==> src/btff_pkg.sv <==
// Shared types, sizes and codes of the boundary tag first-fit allocator.
// No dependencies.
package btff_pkg;

  localparam int HEAP_WORDS = 2048;
  localparam int AW = $clog2(HEAP_WORDS);
  localparam int TW = AW + 1;
  localparam int SW = TW + 1;
  localparam int IW = AW + 2;
  localparam int BW = AW + 3;
  localparam int XW = AW + 5;

  localparam logic [TW-1:0] TAG_INIT = TW'(-(HEAP_WORDS - 2));
  localparam logic [BW-1:0] FREE_INIT = BW'((HEAP_WORDS - 2) * 4);

  localparam logic [1:0] REQ_ALLOC   = 2'd0;
  localparam logic [1:0] REQ_FREE    = 2'd1;
  localparam logic [1:0] REQ_REALLOC = 2'd2;

  localparam logic [1:0] ST_OK    = 2'd0;
  localparam logic [1:0] ST_NOFIT = 2'd1;
  localparam logic [1:0] ST_SIZE  = 2'd2;
  localparam logic [1:0] ST_BAD   = 2'd3;

  localparam logic [5:0] OP_NOP       = 6'd0;
  localparam logic [5:0] OP_CLR       = 6'd1;
  localparam logic [5:0] OP_LOAD      = 6'd2;
  localparam logic [5:0] OP_RD_I      = 6'd3;
  localparam logic [5:0] OP_STEP      = 6'd4;
  localparam logic [5:0] OP_RD_T      = 6'd5;
  localparam logic [5:0] OP_CAP_S     = 6'd6;
  localparam logic [5:0] OP_FW1       = 6'd7;
  localparam logic [5:0] OP_FW2       = 6'd8;
  localparam logic [5:0] OP_RD_P      = 6'd9;
  localparam logic [5:0] OP_CAP_P     = 6'd10;
  localparam logic [5:0] OP_PW1       = 6'd11;
  localparam logic [5:0] OP_PW2       = 6'd12;
  localparam logic [5:0] OP_PW3       = 6'd13;
  localparam logic [5:0] OP_PW4       = 6'd14;
  localparam logic [5:0] OP_RD_N      = 6'd15;
  localparam logic [5:0] OP_CAP_N     = 6'd16;
  localparam logic [5:0] OP_NW1       = 6'd17;
  localparam logic [5:0] OP_NW2       = 6'd18;
  localparam logic [5:0] OP_NW3       = 6'd19;
  localparam logic [5:0] OP_NW4       = 6'd20;
  localparam logic [5:0] OP_I_CLR     = 6'd21;
  localparam logic [5:0] OP_TAKE      = 6'd22;
  localparam logic [5:0] OP_AL_SET    = 6'd23;
  localparam logic [5:0] OP_AW1       = 6'd24;
  localparam logic [5:0] OP_AW2       = 6'd25;
  localparam logic [5:0] OP_AW3       = 6'd26;
  localparam logic [5:0] OP_AW4       = 6'd27;
  localparam logic [5:0] OP_FIN       = 6'd28;
  localparam logic [5:0] OP_FIN_SAME  = 6'd29;
  localparam logic [5:0] OP_FIN_GRANT = 6'd30;
  localparam logic [5:0] OP_OUT       = 6'd31;

  typedef struct packed {
    logic [1:0]  req_type;
    logic [13:0] byte_count;
    logic        block_present;
    logic [10:0] block_index;
  } req_t;

  typedef struct packed {
    logic [1:0]  status;
    logic [10:0] result_index;
    logic [12:0] free_bytes;
    logic [12:0] used_bytes;
  } rsp_t;

  typedef struct packed {
    logic [5:0] op;
    logic [1:0] st;
  } cmd_t;

  typedef struct packed {
    logic clr_last;
    logic idx_zero;
    logic bytes_zero;
    logic i_ge_t;
    logic i_eq_t;
    logic i_end;
    logic v_zero;
    logic fit;
    logic s_pos;
    logic s_eq_w;
    logic t_pos;
    logic p_ok;
    logic nrd_ok;
    logic n_ok;
    logic room;
    logic split;
    logic out_busy;
  } flags_t;

endpackage

==> src/btff_ctrl.sv <==
// Sequencer of the allocator: walks, frees, merges and allocations as datapath commands.
// Depends on btff_pkg.
module btff_ctrl import btff_pkg::*; (
  input  logic       clk,
  input  logic       rst_n,
  input  logic       in_valid,
  input  logic [1:0] in_req_type,
  input  logic       in_present,
  input  flags_t     flg,
  output logic       in_stall,
  output cmd_t       cmd
);

  localparam logic [4:0] S_CLR      = 5'd0;
  localparam logic [4:0] S_IDLE     = 5'd1;
  localparam logic [4:0] S_START    = 5'd2;
  localparam logic [4:0] S_HD_RD    = 5'd3;
  localparam logic [4:0] S_HD_CHK   = 5'd4;
  localparam logic [4:0] S_HD_TAG   = 5'd5;
  localparam logic [4:0] S_FW1      = 5'd6;
  localparam logic [4:0] S_FW2      = 5'd7;
  localparam logic [4:0] S_PRD      = 5'd8;
  localparam logic [4:0] S_PCHK     = 5'd9;
  localparam logic [4:0] S_PW1      = 5'd10;
  localparam logic [4:0] S_PW2      = 5'd11;
  localparam logic [4:0] S_PW3      = 5'd12;
  localparam logic [4:0] S_PW4      = 5'd13;
  localparam logic [4:0] S_NRD      = 5'd14;
  localparam logic [4:0] S_NCHK     = 5'd15;
  localparam logic [4:0] S_NW1      = 5'd16;
  localparam logic [4:0] S_NW2      = 5'd17;
  localparam logic [4:0] S_NW3      = 5'd18;
  localparam logic [4:0] S_NW4      = 5'd19;
  localparam logic [4:0] S_FEND     = 5'd20;
  localparam logic [4:0] S_AL_START = 5'd21;
  localparam logic [4:0] S_AL_RD    = 5'd22;
  localparam logic [4:0] S_AL_CHK   = 5'd23;
  localparam logic [4:0] S_AL_FIT   = 5'd24;
  localparam logic [4:0] S_AW1      = 5'd25;
  localparam logic [4:0] S_AW2      = 5'd26;
  localparam logic [4:0] S_AW3      = 5'd27;
  localparam logic [4:0] S_AW4      = 5'd28;
  localparam logic [4:0] S_GRANT    = 5'd29;
  localparam logic [4:0] S_DONE     = 5'd30;

  logic [4:0] state_r, state_nxt;
  logic [1:0] req_r, req_nxt;
  logic       pres_r, pres_nxt;
  logic       resize;

  assign in_stall = state_r != S_IDLE;
  assign resize   = (req_r == REQ_REALLOC) && !flg.bytes_zero;

  always_comb begin
    state_nxt = state_r;
    req_nxt   = req_r;
    pres_nxt  = pres_r;
    cmd.op    = OP_NOP;
    cmd.st    = ST_OK;
    case (state_r)
      S_CLR: begin
        cmd.op = OP_CLR;
        if (flg.clr_last) begin
          state_nxt = S_IDLE;
        end
      end
      S_IDLE: begin
        if (in_valid) begin
          cmd.op    = OP_LOAD;
          req_nxt   = in_req_type;
          pres_nxt  = in_present;
          state_nxt = S_START;
        end
      end
      S_START: begin
        case (req_r)
          REQ_ALLOC: state_nxt = S_AL_START;
          REQ_FREE: begin
            if (!pres_r) begin
              cmd.op    = OP_FIN;
              state_nxt = S_DONE;
            end else if (flg.idx_zero) begin
              cmd.op    = OP_FIN;
              cmd.st    = ST_BAD;
              state_nxt = S_DONE;
            end else begin
              state_nxt = S_HD_RD;
            end
          end
          REQ_REALLOC: begin
            if (!pres_r) begin
              state_nxt = S_AL_START;
            end else if (flg.idx_zero) begin
              cmd.op    = OP_FIN;
              cmd.st    = ST_BAD;
              state_nxt = S_DONE;
            end else begin
              state_nxt = S_HD_RD;
            end
          end
          default: begin
            cmd.op    = OP_FIN;
            state_nxt = S_DONE;
          end
        endcase
      end
      // Walk the tags from word 0 until the pointer reaches the named block.
      S_HD_RD: begin
        if (!flg.i_ge_t) begin
          cmd.op    = OP_RD_I;
          state_nxt = S_HD_CHK;
        end else if (flg.i_eq_t) begin
          cmd.op    = OP_RD_T;
          state_nxt = S_HD_TAG;
        end else begin
          cmd.op    = OP_FIN;
          cmd.st    = ST_BAD;
          state_nxt = S_DONE;
        end
      end
      S_HD_CHK: begin
        if (flg.v_zero) begin
          cmd.op    = OP_FIN;
          cmd.st    = ST_BAD;
          state_nxt = S_DONE;
        end else begin
          cmd.op    = OP_STEP;
          state_nxt = S_HD_RD;
        end
      end
      S_HD_TAG: begin
        if (!flg.s_pos) begin
          cmd.op    = OP_FIN;
          cmd.st    = ST_BAD;
          state_nxt = S_DONE;
        end else if (resize && flg.s_eq_w) begin
          cmd.op    = OP_FIN_SAME;
          state_nxt = S_DONE;
        end else begin
          cmd.op    = OP_CAP_S;
          state_nxt = S_FW1;
        end
      end
      S_FW1: begin
        cmd.op    = OP_FW1;
        state_nxt = S_FW2;
      end
      S_FW2: begin
        cmd.op    = OP_FW2;
        state_nxt = S_PRD;
      end
      S_PRD: begin
        if (flg.t_pos) begin
          cmd.op    = OP_RD_P;
          state_nxt = S_PCHK;
        end else begin
          state_nxt = S_NRD;
        end
      end
      S_PCHK: begin
        cmd.op    = OP_CAP_P;
        state_nxt = flg.p_ok ? S_PW1 : S_NRD;
      end
      S_PW1: begin
        cmd.op    = OP_PW1;
        state_nxt = S_PW2;
      end
      S_PW2: begin
        cmd.op    = OP_PW2;
        state_nxt = S_PW3;
      end
      S_PW3: begin
        cmd.op    = OP_PW3;
        state_nxt = S_PW4;
      end
      S_PW4: begin
        cmd.op    = OP_PW4;
        state_nxt = S_NRD;
      end
      S_NRD: begin
        if (flg.nrd_ok) begin
          cmd.op    = OP_RD_N;
          state_nxt = S_NCHK;
        end else begin
          state_nxt = S_FEND;
        end
      end
      S_NCHK: begin
        cmd.op    = OP_CAP_N;
        state_nxt = flg.n_ok ? S_NW1 : S_FEND;
      end
      S_NW1: begin
        cmd.op    = OP_NW1;
        state_nxt = S_NW2;
      end
      S_NW2: begin
        cmd.op    = OP_NW2;
        state_nxt = S_NW3;
      end
      S_NW3: begin
        cmd.op    = OP_NW3;
        state_nxt = S_NW4;
      end
      S_NW4: begin
        cmd.op    = OP_NW4;
        state_nxt = S_FEND;
      end
      S_FEND: begin
        if (resize) begin
          state_nxt = S_AL_START;
        end else begin
          cmd.op    = OP_FIN;
          state_nxt = S_DONE;
        end
      end
      S_AL_START: begin
        if (flg.bytes_zero) begin
          cmd.op    = OP_FIN;
          cmd.st    = ST_SIZE;
          state_nxt = S_DONE;
        end else begin
          cmd.op    = OP_I_CLR;
          state_nxt = S_AL_RD;
        end
      end
      S_AL_RD: begin
        if (flg.i_end) begin
          cmd.op    = OP_FIN;
          cmd.st    = ST_NOFIT;
          state_nxt = S_DONE;
        end else begin
          cmd.op    = OP_RD_I;
          state_nxt = S_AL_CHK;
        end
      end
      S_AL_CHK: begin
        if (flg.v_zero) begin
          cmd.op    = OP_FIN;
          cmd.st    = ST_NOFIT;
          state_nxt = S_DONE;
        end else if (flg.fit) begin
          cmd.op    = OP_TAKE;
          state_nxt = S_AL_FIT;
        end else begin
          cmd.op    = OP_STEP;
          state_nxt = S_AL_RD;
        end
      end
      S_AL_FIT: begin
        if (!flg.room) begin
          cmd.op    = OP_FIN;
          cmd.st    = ST_NOFIT;
          state_nxt = S_DONE;
        end else begin
          cmd.op    = OP_AL_SET;
          state_nxt = S_AW1;
        end
      end
      S_AW1: begin
        cmd.op    = OP_AW1;
        state_nxt = S_AW2;
      end
      S_AW2: begin
        cmd.op    = OP_AW2;
        state_nxt = flg.split ? S_AW3 : S_GRANT;
      end
      S_AW3: begin
        cmd.op    = OP_AW3;
        state_nxt = S_AW4;
      end
      S_AW4: begin
        cmd.op    = OP_AW4;
        state_nxt = S_GRANT;
      end
      S_GRANT: begin
        cmd.op    = OP_FIN_GRANT;
        state_nxt = S_DONE;
      end
      S_DONE: begin
        if (!flg.out_busy) begin
          cmd.op    = OP_OUT;
          state_nxt = S_IDLE;
        end
      end
      default: begin
        state_nxt = S_IDLE;
      end
    endcase
  end

  always_ff @(posedge clk) begin
    if (!rst_n) begin
      state_r <= S_CLR;
    end else begin
      state_r <= state_nxt;
    end
  end

  always_ff @(posedge clk) begin
    req_r  <= req_nxt;
    pres_r <= pres_nxt;
  end

endmodule

==> config.mk <==
export PLATFORM = sky130hd
export DESIGN_NAME = btff_ctrl
export DESIGN_NICKNAME = d
export VERILOG_FILES = /design/src/btff_pkg.sv /design/src/btff_ctrl.sv
export SDC_FILE = /design/constraint.sdc
export NUM_CORES = 1
export LEC_CHECK = 0
export BUFFER_PORTS_ARGS = -buffer_cell sky130_fd_sc_hd__buf_2
export CORE_AREA = 2 2 49 62
export CTS_BUF_LIST = sky130_fd_sc_hd__clkbuf_16
export DETAILED_ROUTE_END_ITERATION = 7
export DIE_AREA = 0 0 51 64
export PLACE_DENSITY_LB_ADDON = 0.12
export SETUP_SLACK_MARGIN = 0.05
export SYNTH_ARGS = -nofsm -noshare
export SYNTH_HDL_FRONTEND = slang
export SYNTH_SLANG_ARGS = --single-unit
export TNS_END_PERCENT = 5
==> constraint.sdc <==
create_clock -name clk -period 2.27 [get_ports clk]
set_input_delay 0.454 -clock clk [delete_from_list [all_inputs] [get_ports clk]]
set_output_delay 0.454 -clock clk [all_outputs]
set_load 0.005 [all_outputs]
* Word-level counts from Yosys, hierarchy flattened *
Index checks and enable logic that the tools add are counted.

operators by class
  equal/unequal tests = 36
  mux-type cells = 55
  reductions and logical operators = 7

operators by type and width
  operator            count
  $pmux 6 s31         1
  $pmux 5 s31         1
  $mux 5              24
  $eq 5x5->1 const B  15
  $eq 5x4->1 const B  8
  $mux 4              8
  $pmux 5 s3          2
  $eq 5x3->1 const B  4
  $pmux 2 s8          1
  $mux 3              5
  $mux 2              7
  $mux 7              2
  $eq 5x2->1 const B  2
  $ne 2x2->1 const B  3
  $eq 5x1->1 const B  1
  $logic_not 5->1     1
  $ne 5x1->1 const B  1
  $pmux 2 s2          1
  $mux 1              3
  $reduce_and 3->1    1
  $eq 2x1->1 const B  1
  $eq 2x2->1 const B  1
  $logic_and 1x1->1   2
  $logic_not 2->1     1
  other kinds (2)     2

storage, ports and cells
  register bits = 8
  input port bits = 23
  output and inout port bits = 9
  logic and storage cells = 101

* Logic depth before layout (Yosys ltp) *
Gate-level depths: netlist of the first run.

  word-level depth = 6
  mapped depth = 7
  depth with buffers taken out = 7

* Least setup slack after synthesis of the first run *
Ideal clock, no wire load.

  path type = register to output
  start = register req_r[0]
  end = output cmd[5] (netlist bit)
  arrival = 1.559 ns
  required time = 1.816 ns
  setup slack = 0.257 ns
  stages on the path, launching flop included = 7
  buffers on the path = 0
  cells stage by stage = edfxtp_1 inv_1 ha_1 nor2b_1 o221ai_1 nor4_1 nand3_1

RTL lines
  item                    RTL line          text
  start, declared         btff_ctrl.sv:47   logic [1:0] req_r, req_nxt;
  start signal, assigned  btff_ctrl.sv:300  req_r <= req_nxt;
  end, declared           btff_ctrl.sv:11   output cmd_t cmd

==> results of run 1 <==
-- per-stage QoR --
stage,TNS [ns],std cells
floorplan,0,207
global placement,0,281
detailed placement,-0.0618,281
CTS,-0.108,290
global route,-0.804,291
finish,-0.383,291
-- flip-flops by register name (all words and copies together) (netlist names) --
register,flops
state_r,5
req_r,2
pres_r,1
-- power breakdown --
group / switching [mW] / internal [mW] / total, mW
Combinational: 1.00 / 0.867 / 1.87
Clock: 0.0712 / 0.230 / 0.301
Sequential: 0.0932 / 0.207 / 0.301
Total: 1.17 / 1.30 / 2.47
-- worst register-to-register path, delay by kind of cell, from the launching register on --
family | cells | cell delay, ns
buf+inv | 1 | 0.14
flops | 1 | 0.49
fa+ha+maj | 1 | 0.24
compound gates | 4 | 0.96
simple gates | 1 | 0.23
-- worst paths after layout --
check               end  slack (ns)  cells after the start
max reg2reg  state_r[2]        0.07                      7
min            req_r[1]        0.40                      1
max              cmd[6]       -0.14                      9
min reg2reg  state_r[4]        0.66                      2
-- cell usage after synthesis (all sizes together), types with 4 or more instances --
library cell   n  share of area
ha             5          0.044
nor2b         10          0.044
nand2         20          0.054
dfxtp          5          0.070
a21oi         15          0.053
o21ai         15          0.053
nor3           6          0.021
nor2          19          0.050
inv            8          0.021
nand3b         4          0.021
clkbuf         5          0.013
a41oi          4          0.025
nand4          5          0.022
nor3b          4          0.025
a31oi          5          0.022
nand3          9          0.032
buf           12          0.046
-- cell type report --
cell class / count / area (sq um)
sequential: 8 / 200
inverter: 8 / 30.0
clock buffer: 3 / 75.1
timing repair buffer: 63 / 429
tap: 34 / 42.5
clock inverter: 1 / 3.75
fill: 214 / 624
multi-input combinational: 174 / 1250
-- logic make-up after synthesis --
kind of cell,count (synthesis)
compound gates,76
fa+ha+maj,5
xor+xnor,2
simple gates,90
flops,8
buf+inv,25
other cells,1
-- routing by layer --
layer / global-route usage / vias up
li1: - / 885
met1: 0.422 / 907
met2: 0.581 / 133
met3: 0.0257 / 23
met4: 0.166 / 0
met5: 0 / -
-- what timing repair did --
| item | in CTS | in global routing |
|---|---|---|
| hold buffers | 0 | 0 |
| resized for setup | 22 | 19 |
| buffers inserted | 5 | 1 |
| setup endpoints to repair | 8 | 10 |
| pin swaps | 8 | 5 |
==> flow_summary.json, run 1 <==
{
  "track_usage": 0.340,
  "final_common_cell": "buf_2",
  "synth_fp_nets": 235,
  "outcome": "complete, but fails checks",
  "worst_pin_slew_ns": 0.556,
  "slew_viol_final": 0,
  "top_layer_used": "met4",
  "slowest_stage": "edfxtp_1",
  "die_h_um": 64,
  "routed-wl-met2_mm": 2.77,
  "vias_per_cell": 6.69,
  "slew_headroom": 0.626,
  "setup_viol": 3,
  "crit_start": "req_r[0]",
  "ys_ff_latch": 8,
  "hold_slack_ns": 0.403,
  "pre_cts_slack_ns": -0.0618,
  "power.total_mw": 2.47,
  "leakagePower_nw": 0.795,
  "area_growth_syn_to_layout_pct": 42.3,
  "portBuffers": 30,
  "hp-class": "input pin to register",
  "synthAdderAreaFrac": 0.0439,
  "die-area_sq_um": 3260,
  "ioPinCount": 32,
  "synth_cell_type_count": 58,
  "skew_ns": 0.00244,
  "synth_mux_area_frac": 0,
  "synthCells": 207,
  "cts_root_buf": "clkbuf_16",
  "synth_async_sr_flop_share": 0,
  "avgSynthCellArea_sq_um": 6.89,
  "crit_buf_inv": 3,
  "die_w_um": 51,
  "met3_length_um": 421,
  "cts_buffers": 3,
  "layout_common_cells": "buf_2, buf_4, nand2_1",
  "drv_cap": 0,
  "crit_path_cell_trace": "inv_2 > ha_4 > nor2b_4 > a21boi_2 > o211ai_1 > buf_4 > nor2_4 > o311ai_4 > buf_2",
  "fin_area_sq_um": 2030,
  "grt_pass1_vias": 1815,
  "cts_sinks": 8,
  "rr_startpoint": "req_r[1]",
  "synth_xor_area_frac": 0.0123,
  "dpl_cell_area_sq_um": 1750,
  "rsz0062_at_grt": "true",
  "hp-start": "in_req_type[1]",
  "syn_area_sq_um": 1430,
  "max_freq_ghz": 0.414,
  "drive_gt1_frac": 0.377,
  "antenna_left": 0,
  "setup_ws_ns": -0.143,
  "gr-total-overflow": 0,
  "wire_per_inst_um": 18.9,
  "layout.nets": 286,
  "required_ns": 1.82,
  "synthFlopType": "dfxtp_1",
  "hold_viol": 0,
  "synth_compound_area_frac": 0.373,
  "cts_tree": "built",
  "p_per_area_nw_per_um2": 1220,
  "synth_top_family_by_area": "compound AO/OA/AOI/OAI gates",
  "failed_checks": "setup timing",
  "synth_edf_count": 3,
  "drt_iter0_drc": 104,
  "hpwl_mm": 3.89,
  "ys_seq_area_frac": 0.133,
  "slowest_delay_ns": 0.43,
  "yosys.area_share.simple": 0.355,
  "drc": 0,
  "num_vias": 1948,
  "path_class": "register to output pin",
  "grt_pass1_wl_mm": 8.58,
  "clk_latency_ns": 0.23,
  "dr.pass1.iters": 5,
  "start_kind": "register",
  "cts_htree_levels": 1,
  "wirelength_mm": 5.50,
  "cts_buffer_depth": 2,
  "cp.arrival_ns": 1.96,
  "critical_path.top_delay_family": "buffers and inverters",
  "final_util": 0.765,
  "gp_congestion": 0.965,
  "timing.final.crit_share": 1.06,
  "wl_met1_mm": 2.09,
  "start_util": 0.537,
  "min_period_ns": 2.41,
  "diodes": 0,
  "cts.clk_slew.worst_paths_ns": 0.04,
  "cp_max_fo": 3,
  "fp-row-count": 21,
  "worst_setup_path_end_kind": "output pin",
  "antenna_found_initial": 0,
  "coreArea_sq_um": 2650,
  "yosys_warnings": 0,
  "grt_max_degree": 26,
  "vdd_ir_drop_max_mv": 0.810
}
No activity file was read; power rests on OpenSTA's default activity.
==> run 2, diff against run 1 <==
--- a/config.mk
+++ b/config.mk
@@ -12,6 +12,7 @@
 export DIE_AREA = 0 0 51 64
 export PLACE_DENSITY_LB_ADDON = 0.12
 export SETUP_SLACK_MARGIN = 0.05
+export SKIP_LAST_GASP = 1
 export SYNTH_ARGS = -nofsm -noshare
 export SYNTH_HDL_FRONTEND = slang
 export SYNTH_SLANG_ARGS = --single-unit
==> constraint.sdc (replaced) <==
create_clock -name clk -period 2.27 [get_ports clk]
set_input_delay 0.227 -clock clk [delete_from_list [all_inputs] [get_ports clk]]
set_output_delay 0.227 -clock clk [all_outputs]
set_load 0.005 [all_outputs]
==> run 2 against run 1 <==
  * The flow now finishes without violations
  * Non-clock buffer count down 14
  * Sequential share of layout area rose by 0.94 points
  * Via count is 4.9% lower
  * Sequential power grew 5%
  * Die area unchanged
  * Core utilization decreased by 8.4 points
  * Power is 10% lower
  * Critical path depth down 2
  * Worst hold slack got worse by 0.22 ns
  * Design area down 11%
==> flow_summary.json, run 2 (synthesized netlist as in run 1, its figures left out) <==
{
  "outcome": "completed",
  "grt_max_degree": 23,
  "die-area_sq_um": 3260,
  "vdd_ir_drop_max_mv": 0.554,
  "worst_setup_path_end_kind": "output pin",
  "hold_viol": 0,
  "layout.nets": 272,
  "pre_cts_slack_ns": 0.146,
  "gr-total-overflow": 0,
  "start_util": 0.537,
  "track_usage": 0.323,
  "r2r-end": "state_r[2]",
  "grt_pass1_wl_mm": 8.11,
  "num_vias": 1853,
  "leakagePower_nw": 0.704,
  "wire_per_inst_um": 18.6,
  "cts_root_buf": "clkbuf_16",
  "area_growth_syn_to_layout_pct": 26.7,
  "skew_ns": 0.00345,
  "worst-path-stages": 7,
  "r2r_slack_ns": 0.18,
  "portBuffers": 30,
  "fp-row-count": 21,
  "required_ns": 2.04,
  "die_w_um": 51,
  "timing.final.crit_share": 0.985,
  "setup_viol": 0,
  "cts_sinks": 8,
  "cts_buffers": 3,
  "holdPathEnd": "req_r[0]",
  "drt_iter0_drc": 120,
  "coreArea_sq_um": 2650,
  "slowest_stage": "edfxtp_1",
  "hold_slack_ns": 0.179,
  "antenna_found_initial": 0,
  "crit_path_cell_trace": "ha_4 > nor2b_4 > a21boi_2 > o211ai_1 > nor4_2 > nand3_1 > buf_2",
  "diodes": 0,
  "gp_congestion": 0.917,
  "power.total_mw": 2.23,
  "cts_buffer_depth": 2,
  "cts_tree": "built",
  "rsz0062_at_grt": "true",
  "drc": 0,
  "critical_path.top_delay_family": "simple AND/OR/NAND/NOR gates",
  "start_kind": "register",
  "largest_reg_flops": 5,
  "antenna_left": 0,
  "hpwl_mm": 3.92,
  "top_register": "state_r",
  "drive_gt1_frac": 0.296,
  "finalSetupTns_ns": 0,
  "wirelength_mm": 5.15,
  "cts.clk_slew.worst_paths_ns": 0.04,
  "clk_latency_ns": 0.23,
  "final_common_cell": "buf_2",
  "cp.arrival_ns": 2.01,
  "rr_startpoint": "req_r[1]",
  "layout_common_cells": "buf_2, nand2_1, nor2_1, buf_4, o21ai_0",
  "grt_pass1_vias": 1749,
  "crit_buf_inv": 1,
  "vias_per_cell": 6.69,
  "setup_ws_ns": 0.0336,
  "hp-class": "input pin to register",
  "cp_max_fo": 5,
  "max_freq_ghz": 0.447,
  "hp-start": "in_req_type[0]",
  "p_per_area_nw_per_um2": 1230,
  "dr.pass1.iters": 5,
  "min_period_ns": 2.24,
  "slew_viol_final": 0,
  "path_class": "register to output pin",
  "hold-path-cell-count": 1,
  "final_util": 0.681,
  "r2r_cells": 6,
  "slowest_delay_ns": 0.46,
  "drv_cap": 0,
  "die_h_um": 64,
  "cts_htree_levels": 1,
  "ioPinCount": 32,
  "reg_top3": "state_r: 5 flops, req_r: 2 flops, pres_r: 1 flops"
}
run 2: area by class of cell:
type                    count  area [sq um]
clock buffers               3          75.1
clock inverters             1          3.75
fillers                   237           847
inverters                   8          30.0
multi-input cells         174          1170
flip-flops and latches      8           195
well taps                  34          42.5
repair buffers             49           293
run 2: routing by layer:
metal  share of wire  wire length, um  GRT usage
met2            0.49             2530      0.528
met3           0.097              498     0.0631
met4           0.047              242      0.159
met5               0                0          0
met1            0.37             1880      0.395
run 2: worst max-delay path by stage:
stage	slack [ns]	endpoint	start
floorplan	0.35	state_r[0]	req_r[0]
global placement	0.19	cmd[5]	req_r[0]
detailed placement	0.15	cmd[5]	req_r[0]
CTS	-0.006	cmd[6]	req_r[0]
global route	-0.05	cmd[5]	req_r[1]
finish	0.03	cmd[5]	req_r[1]
run 2: metrics by stage:
stage          instances  instance area, sq um
2_1_floorplan        207                  1430
3_3_place_gp         272                  1670
3_5_place_dp         272                  1670
4_1_cts              276                  1770
5_1_grt              277                  1810
6_report             277                  1810
run 2: worst reg2reg max path: cells and delay by family (launching register included):
| kind | cells | cell delay [ns] |
|---|---|---|
| and+or+nand+nor | 1 | 0.23 |
| AOI/OAI and AO/OA | 4 | 1.00 |
| adders and majority gates | 1 | 0.26 |
| DFF | 1 | 0.46 |
run 2: report_power, final:
group          total, mW  leakage (nW)  internal, mW  switching (mW)
Combinational       1.60         0.592         0.725           0.880
Clock              0.304        0.0423         0.230          0.0741
Sequential         0.316        0.0699         0.205           0.112
run 2: repair_timing:
item                       in CTS  in global routing
hold buffers                    0                  0
setup endpoints to repair       5                  5
pin swaps                       1                  4
setup buffers                   0                  1
resized for setup               6                 11
==> run 3, diff against run 2 <==
--- a/config.mk
+++ b/config.mk
@@ -10,7 +10,7 @@
 export CTS_BUF_LIST = sky130_fd_sc_hd__clkbuf_16
 export DETAILED_ROUTE_END_ITERATION = 7
 export DIE_AREA = 0 0 51 64
-export PLACE_DENSITY_LB_ADDON = 0.12
+export PLACE_DENSITY = 0.8
 export SETUP_SLACK_MARGIN = 0.05
 export SKIP_LAST_GASP = 1
 export SYNTH_ARGS = -nofsm -noshare
==> run 3 against run 2 <==
  * First-iteration DRC count fell by 9.2%
  * Clock-buffer cell count did not move
  * Register-to-register slack improved by 0.04 ns
  * Power rose by 1.2%
  * Worst hold slack got worse by 0.0082 ns
  * Setup slack improved by 0.047 ns
  * Largest cell class unchanged
  * Largest power group unchanged
==> flow_summary.json, run 3 (synthesized netlist as in run 1, its figures left out) <==
{
  "cts.clk_slew.worst_paths_ns": 0.04,
  "min_period_ns": 2.19,
  "skew_ns": 0.00238,
  "leakagePower_nw": 0.728,
  "diodes": 0,
  "pre_cts_slack_ns": 0.0789,
  "vias_per_cell": 6.56,
  "rsz0062_at_grt": "true",
  "drive_gt1_frac": 0.310,
  "cts_buffers": 3,
  "dr.pass1.iters": 4,
  "slowest_delay_ns": 0.40,
  "die-area_sq_um": 3260,
  "layout.nets": 277,
  "path_class": "register to output pin",
  "grt_max_degree": 22,
  "vdd_ir_drop_max_mv": 0.671,
  "finalSetupTns_ns": 0,
  "drv_cap": 0,
  "cp.arrival_ns": 1.96,
  "cts_buffer_depth": 2,
  "hpwl_mm": 3.69,
  "drc": 0,
  "fillers": 252,
  "cp_max_fo": 4,
  "cts_root_buf": "clkbuf_16",
  "required_ns": 2.04,
  "max_freq_ghz": 0.457,
  "hold_slack_ns": 0.170,
  "layout.cells.non_filler": 282,
  "track_usage": 0.306,
  "cts_sinks": 8,
  "layout_common_cells": "buf_2, buf_4, nand2_1, nor2_1, o21ai_0",
  "hold_viol": 0,
  "cts_tree": "built",
  "largest_reg_flops": 5,
  "grt_pass1_vias": 1764,
  "reg_top3": "state_r: 5 flops, req_r: 2 flops, pres_r: 1 flops",
  "die_h_um": 64,
  "antenna_found_initial": 0,
  "final_common_cell": "buf_2",
  "fp-row-count": 21,
  "hp-class": "input pin to register",
  "ctsHoldBuffers": 0,
  "start_util": 0.537,
  "worst_setup_path_end_kind": "output pin",
  "portBuffers": 30,
  "setup_ws_ns": 0.0806,
  "crit_path_cell_trace": "inv_1 > ha_2 > a21o_1 > a21oi_2 > o221ai_2 > nor4_2 > nand3_1 > buf_2",
  "p_per_area_nw_per_um2": 1220,
  "start_kind": "register",
  "slew_viol_final": 0,
  "clk_latency_ns": 0.23,
  "wire_per_inst_um": 17.5,
  "die_w_um": 51,
  "outcome": "completed",
  "grt_pass1_wl_mm": 7.91,
  "top_register": "state_r",
  "coreArea_sq_um": 2650,
  "ioPinCount": 32,
  "antenna_left": 0,
  "num_vias": 1849,
  "wirelength_mm": 4.94,
  "dpl_cell_area_sq_um": 1690,
  "drt_iter0_drc": 109,
  "timing.final.crit_share": 0.965,
  "fin_area_sq_um": 1840,
  "slowest_stage": "edfxtp_1",
  "cts_htree_levels": 1,
  "gp_congestion": 0.991,
  "setup_viol": 0,
  "dp_cells": 275,
  "area_growth_syn_to_layout_pct": 28.9,
  "gr-total-overflow": 0
}
-- run 3: power by group --
| group | switching (mW) | leakage, nW | internal [mW] |
|---|---|---|---|
| clock network | 0.0741 | 0.0423 | 0.230 |
| registers | 0.107 | 0.0699 | 0.205 |
| logic | 0.892 | 0.615 | 0.745 |
-- run 3: timing repair --
action / CTS / global route
cloned: 0 / 0
hold endpoints to repair: 0 / 0
setup buffers: 0 / 3
pin swaps: 1 / 2
gates resized for setup: 4 / 13
setup endpoints to repair: 4 / 5
-- run 3: per-stage QoR --
step / total power [mW] / util
2_1_floorplan: 1.32 / -
3_3_place_gp: 1.84 / 0.638
3_5_place_dp: 1.83 / 0.638
4_1_cts: 2.16 / 0.673
5_1_grt: 2.41 / 0.693
6_report: 2.25 / 0.693
-- run 3: final timing paths --
check | start | to | slack (ns) | depth (start not counted)
worst max-delay path | req_r[1] | cmd[5] | 0.08 | 8
worst max register to register | req_r[0] | state_r[0] | 0.22 | 7
worst min-delay path | in_present | pres_r | 0.17 | 1
worst min register to register | state_r[3] | state_r[2] | 0.77 | 3
-- run 3: area by class of cell --
type	count	area, sq um	area share
Multi-Input combinational cell	174	1160	0.630
Timing Repair Buffer	54	334	0.182
Sequential cell	8	195	0.106
Clock buffer	3	75.1	0.0408
Tap cell	34	42.5	0.0231
Inverter	8	30.0	0.0163
Clock inverter	1	3.75	0.00204
-- run 3: worst max-delay path, delay by kind of cell, from the launching register on --
kind	cells	cell delay, ns
AOI/OAI and AO/OA	3	0.45
and+or+nand+nor	2	0.43
adders and majority gates	1	0.20
DFF	1	0.40
buffers and inverters	2	0.25
-- run 3: layer usage --
layer  wire length [um]  global-route usage  part of all wire
met1               1950               0.384              0.39
met2               2540               0.515              0.51
met5                  0                   0                 0
met4                147               0.139             0.030
met3                303              0.0327             0.061
